$ cat src/stack_with_min_max_mean_top_assert.svh
// Assertion macros shared by the stack block's modules.
`ifndef STACK_WITH_MIN_MAX_MEAN_TOP_ASSERT_SVH
`define STACK_WITH_MIN_MAX_MEAN_TOP_ASSERT_SVH
`ifndef NO_ASSERTIONS
// Check a condition at every clock edge outside reset.
`define SMMM_ASSERT_ALWAYS(lbl, expr) \
  lbl: assert property (@(posedge clk) disable iff (!rst_n) (expr)) \
    else $error("stack block: invariant violated");
// Check a consequence in the same cycle as its cause.
`define SMMM_ASSERT_IMPLIES(lbl, ante, cons) \
  lbl: assert property (@(posedge clk) disable iff (!rst_n) (ante) |-> (cons)) \
    else $error("stack block: implication violated");
// Check a consequence in the cycle after its cause.
`define SMMM_ASSERT_NEXT(lbl, ante, cons) \
  lbl: assert property (@(posedge clk) disable iff (!rst_n) (ante) |=> (cons)) \
    else $error("stack block: next-cycle implication violated");
`else
`define SMMM_ASSERT_ALWAYS(lbl, expr)
`define SMMM_ASSERT_IMPLIES(lbl, ante, cons)
`define SMMM_ASSERT_NEXT(lbl, ante, cons)
`endif
`endif

$ cat src/smmm_pkg.sv
// Types and constants shared by the stack block's modules.
package smmm_pkg;

  localparam int VAL_W   = 32;
  localparam int ENTRY_W = 7;
  localparam int CMD_W   = 2;
  // Command queue depth between front and back; a power of two.
  localparam int Q_DEPTH = 2;

  // Request opcodes
  localparam logic OP_PUSH = 1'b0;
  localparam logic OP_POP  = 1'b1;

  // Classified commands handed from front to back
  localparam logic [CMD_W-1:0] CMD_PUSH   = 2'd0;
  localparam logic [CMD_W-1:0] CMD_POP    = 2'd1;
  localparam logic [CMD_W-1:0] CMD_REJECT = 2'd2;

  typedef struct packed {
    logic                    op;
    logic signed [VAL_W-1:0] value;
  } in_t;

  typedef struct packed {
    logic                    ok;
    logic signed [VAL_W-1:0] popped_value;
    logic [ENTRY_W-1:0]      entry_count;
    logic signed [VAL_W-1:0] max_value;
    logic signed [VAL_W-1:0] min_value;
    logic signed [VAL_W-1:0] mean_value;
    logic                    is_empty;
  } out_t;

  typedef struct packed {
    logic [CMD_W-1:0]        code;
    logic signed [VAL_W-1:0] value;
  } cmd_t;

endpackage

$ cat src/smmm_front.sv
// Front end: accepts requests, classifies them against a shadow count and queues them.
module smmm_front #(
  parameter int STACK_DEPTH = 64
) (
  input  logic            clk,
  input  logic            rst_n,
  input  logic            in_valid,
  output logic            in_stall,
  input  smmm_pkg::in_t   in_data,
  output logic            q_valid,
  output smmm_pkg::cmd_t  q_cmd,
  input  logic            q_take
);

  import smmm_pkg::*;

  localparam int CW  = $clog2(STACK_DEPTH + 1);
  localparam int QAW = $clog2(Q_DEPTH);
  localparam int QCW = $clog2(Q_DEPTH + 1);

  logic [CW-1:0]  shadow_r, shadow_nxt;
  logic [QAW-1:0] wr_ptr_r, rd_ptr_r;
  logic [QCW-1:0] q_cnt_r, q_cnt_nxt;
  cmd_t           q_mem_r [Q_DEPTH];

  logic           acc;
  cmd_t           cls;

  assign in_stall = (q_cnt_r == QCW'(Q_DEPTH));
  assign acc      = in_valid && !in_stall;

  // Classify the request against the count it will meet in the back end
  always_comb begin
    cls.value = in_data.value;
    unique case (in_data.op)
      OP_PUSH: cls.code = (shadow_r < CW'(STACK_DEPTH)) ? CMD_PUSH : CMD_REJECT;
      OP_POP:  cls.code = (shadow_r != '0) ? CMD_POP : CMD_REJECT;
      default: cls.code = CMD_REJECT;
    endcase
  end

  // Advance the shadow count for every queued push or pop
  always_comb begin
    shadow_nxt = shadow_r;
    if (acc) begin
      case (cls.code)
        CMD_PUSH: shadow_nxt = shadow_r + CW'(1);
        CMD_POP:  shadow_nxt = shadow_r - CW'(1);
        default:  shadow_nxt = shadow_r;
      endcase
    end
  end

  // Track queue occupancy
  always_comb begin
    q_cnt_nxt = q_cnt_r;
    if (acc && !q_take) begin
      q_cnt_nxt = q_cnt_r + QCW'(1);
    end else if (!acc && q_take) begin
      q_cnt_nxt = q_cnt_r - QCW'(1);
    end
  end

  always_ff @(posedge clk) begin
    if (!rst_n) begin
      shadow_r <= '0;
      q_cnt_r  <= '0;
      wr_ptr_r <= '0;
      rd_ptr_r <= '0;
    end else begin
      shadow_r <= shadow_nxt;
      q_cnt_r  <= q_cnt_nxt;
      if (acc) begin
        wr_ptr_r <= wr_ptr_r + QAW'(1);
      end
      if (q_take) begin
        rd_ptr_r <= rd_ptr_r + QAW'(1);
      end
    end
  end

  // Hold queued commands
  always_ff @(posedge clk) begin
    if (acc) begin
      q_mem_r[wr_ptr_r] <= cls;
    end
  end

  assign q_valid = (q_cnt_r != '0);
  assign q_cmd   = q_mem_r[rd_ptr_r];

endmodule

$ cat config.mk
export PLATFORM = sky130hd
export DESIGN_NAME = smmm_front
export DESIGN_NICKNAME = d
export VERILOG_FILES = /design/src/stack_with_min_max_mean_top_assert.svh /design/src/smmm_pkg.sv /design/src/smmm_front.sv
export SDC_FILE = /design/constraint.sdc
export NUM_CORES = 1
export LEC_CHECK = 0
export BUFFER_PORTS_ARGS = -buffer_cell sky130_fd_sc_hd__buf_4
export CORE_MARGIN = 5
export CORE_UTILIZATION = 42
export DETAILED_ROUTE_END_ITERATION = 12
export PLACE_DENSITY = 0.72
export SYNTH_ARGS = -nofsm -noshare
export SYNTH_HDL_FRONTEND = slang
export SYNTH_SLANG_ARGS = --single-unit
$ cat constraint.sdc
create_clock -name clk -period 3 [get_ports clk]
set_input_delay 0.15 -clock clk [delete_from_list [all_inputs] [get_ports clk]]
set_output_delay 0.15 -clock clk [all_outputs]
set_load 0.05 [all_outputs]
==> metrics <==
status completed; Root Buffer Master clkbuf_8; WL per Instance 15.0 um; Initial Util 42.5%; Sw Pwr 0.00112 W; gr usage total 13.9%; Top FF cell, synth edfxtp_1; critical path class reg -> reg; area delta synth->final 37.7%; TritonCTS clock tree done; CP max-delay cell or4_4; DR DRC count 0; Yosys reg bits 80; synthesized area 0.00325 mm2; Leakage Power 1.73 nW; Synth Area per Inst 16.1 um2; Antenna Cells 0; crit path cell chain or4_4 > o21ai_2 > inv_1 > ha_1 > o21ai_0 > o21ai_0 > a22oi_1 > or4b_1 > nand3_1; share of layout cells above drive strength 1 41.5%; Setup violations, final 0; die area 0.00960 mm2; Required @ worst endpoint 3.29 ns; gpl congestion 0.811; hold slack 0.118 ns; clk_lat worst skew 0.34 ns; initial antenna violation count 0; number of detailed-route iterations in the first pass 4; buffers and inverters on the worst path 1; switching part of the total 33.0%; hold depth 2; hold_sp rst_n; dpl hpwl 4090 um; site row count 32; final core utilization 58.6%; clock tree buffer depth 2; CP Depth 9; clock sink count 80; port buffer count 72; worst hold path class in -> reg; via count 2025; chip width 98.0 um; H-tree Lvls 3; IO Pins 73; Chip Height 98.0 um; reg-to-reg critical path startpoint shadow_r[0]; R2R setup slack 0.27 ns; Syn. warnings 0; vias in the first global route 2166; first-pass GRT wire length 10600 um; Final period util 90.8%; R2R depth 9; Final ANT Viol Nets 0; worst-margin pin slew 0.463 ns; Iter 0 DRT Violations 55; Critical Path Source Type flop; final setup TNS 0 ns; Post-synth ARST share 0%; synth unique cells 42; GRT overflow 0; worst rel slew slack 69.1%; critical path launch point shadow_r[0]; CP dominant cell by count o21ai_0; met2 Use GR 23.7%; Flop pwr share 42.5%; capture point of the worst reg-to-reg path shadow_r[5]; Pins Over Slew Limit 0; core area 0.00765 mm2; Avg Vias per Cell 4.82; Post-Syn Nets 245; Post-Route Skew 0.00483 ns; worst ir drop on vdd 0.339 mV; largest net degree at the start of global routing 35; crit-path leading delay family simple AND/OR/NAND/NOR gates; M1 GR Usage 16.9%; Setup crit end kind flop; Post-Syn Instances 202; Final #Nets 356; Final Hold Fails 0; Achievable Freq 367 MHz; CP arrival 3.01 ns; grt met3 use 4.21%; GRT busiest layer met2; Worst path max stage delay 0.56 ns; register area share after synthesis 70.2%; RSZ-0062 raised after global routing false; Internal Power 0.00227 W; Endpoint, Worst Hold wr_ptr_r; fin crit period 2.73 ns; CTS Buf Count 9; Logic pwr share 31.6%; Clk pin slew, worst setup/hold paths 0.08 ns; Max Fanout on Critical Path 5; Clk pwr share 25.9%; Post-synth EDFFs 68; PwrDens 756 mW/mm2; DRT Wirelength 6290 um; max-cap violations 0
==> per-stage QoR <==
step | total power (W) | setup slack [ns] | std cells | instance area (um2)
after floorplan | 0.00221 | 0.207 | 202 | 3250
after global placement | 0.00248 | 0.393 | 372 | 3930
after detailed placement | 0.00250 | 0.288 | 372 | 3930
after CTS | 0.00343 | 0.256 | 420 | 4480
after global routing | 0.00357 | 0.0261 | 420 | 4480
final | 0.00339 | 0.275 | 420 | 4480
==> kinds of logic (layout without fill, tap and decap cells) <==
kind of cell	Yosys count	in the layout	share of synthesized area (%)
adder cells (fa/ha/maj)	6	6	2.54
AND/OR/NAND/NOR	37	37	6.50
flip-flops	80	80	70.2
XOR/XNOR	5	5	1.35
buffers and inverters	15	131	1.77
multiplexers	36	36	12.4
AO/OA/AOI/OAI	23	23	5.27
==> what timing repair did <==
| item | in CTS | in global routing |
|---|---|---|
| endpoints found under the hold margin | 64 | 0 |
| buffers inserted | 0 | 0 |
| gates resized for setup | 0 | 1 |
| hold buffers | 32 | 0 |
| setup endpoints to repair | 0 | 1 |
==> synthesized netlist by cell type, types with 2 or more instances <==
library cell	number	area, um2
o211a_1	2	20.0
and2_1	4	25.0
nand2_1	2	7.51
xnor2_1	3	26.3
nor4_1	3	18.8
dfxtp_1	12	240
inv_1	8	30.0
nor2b_1	6	37.5
nand3_1	2	10.0
a21oi_1	2	10.0
a211oi_1	2	15.0
mux2i_1	2	20.0
clkbuf_1	5	18.8
or3_1	2	12.5
nor3_1	3	15.0
edfxtp_1	68	2040
o21a_1	3	22.5
o21ai_0	3	15.0
mux2_2	34	383
nor2_1	7	26.3
xor2_1	2	17.5
nand2b_1	3	18.8
ha_1	5	62.6
==> worst max-delay path by stage <==
stage / slack, ns / endpoint
after global placement: 0.39 / shadow_r[5]
after CTS: 0.26 / shadow_r[6]
final: 0.27 / shadow_r[5]
after detailed placement: 0.29 / shadow_r[6]
after floorplan: 0.21 / q_mem_r[0][0]
after global routing: 0.03 / shadow_r[4]
==> power groups by stage <==
stage / sequential (W) / combinational [W] / clock (W)
after floorplan: 0.00144 / 0.000767 / 0
after global placement: 0.00146 / 0.00102 / 0
after detailed placement: 0.00147 / 0.00104 / 0
after CTS: 0.00144 / 0.00108 / 0.000910
after global routing: 0.00146 / 0.00116 / 0.000954
final: 0.00144 / 0.00107 / 0.000877
==> routing by layer <==
layer	share of wire [%]	up-vias
li1	-	989
met1	42	978
met2	51	51
met3	5.2	7
met4	1.0	0
met5	0	-
==> layout by cell type (no fill, tap or decap), types with 3 or more instances in the layout <==
master / instances
mux2_2: 34
clkbuf_8: 9
o21a_1: 3
buf_4: 75
nand2b_1: 3
nor2b_1: 5
inv_1: 8
nor4_1: 3
edfxtp_1: 68
ha_1: 5
and2_1: 4
xnor2_1: 3
dfxtp_1: 12
nor2_1: 5
dlygate4sd3_1: 32
o21ai_0: 3
nor3_1: 3
==> registers in the layout, indices dropped and copies added (netlist names), named ones only <==
signal,count
q_mem_r,68
shadow_r,7
rd_ptr_r,1
q_cnt_r,2
wr_ptr_r,1
==> area by class of cell <==
type / instances / area, um2
clock inverter: 7 / 103
multi-input combinational: 107 / 930
inverter: 8 / 30.0
tap: 102 / 128
timing repair buffer: 107 / 883
sequential: 80 / 2280
clock buffer: 9 / 124
fill: 603 / 3170
Power figures use the tool's default switching activity.
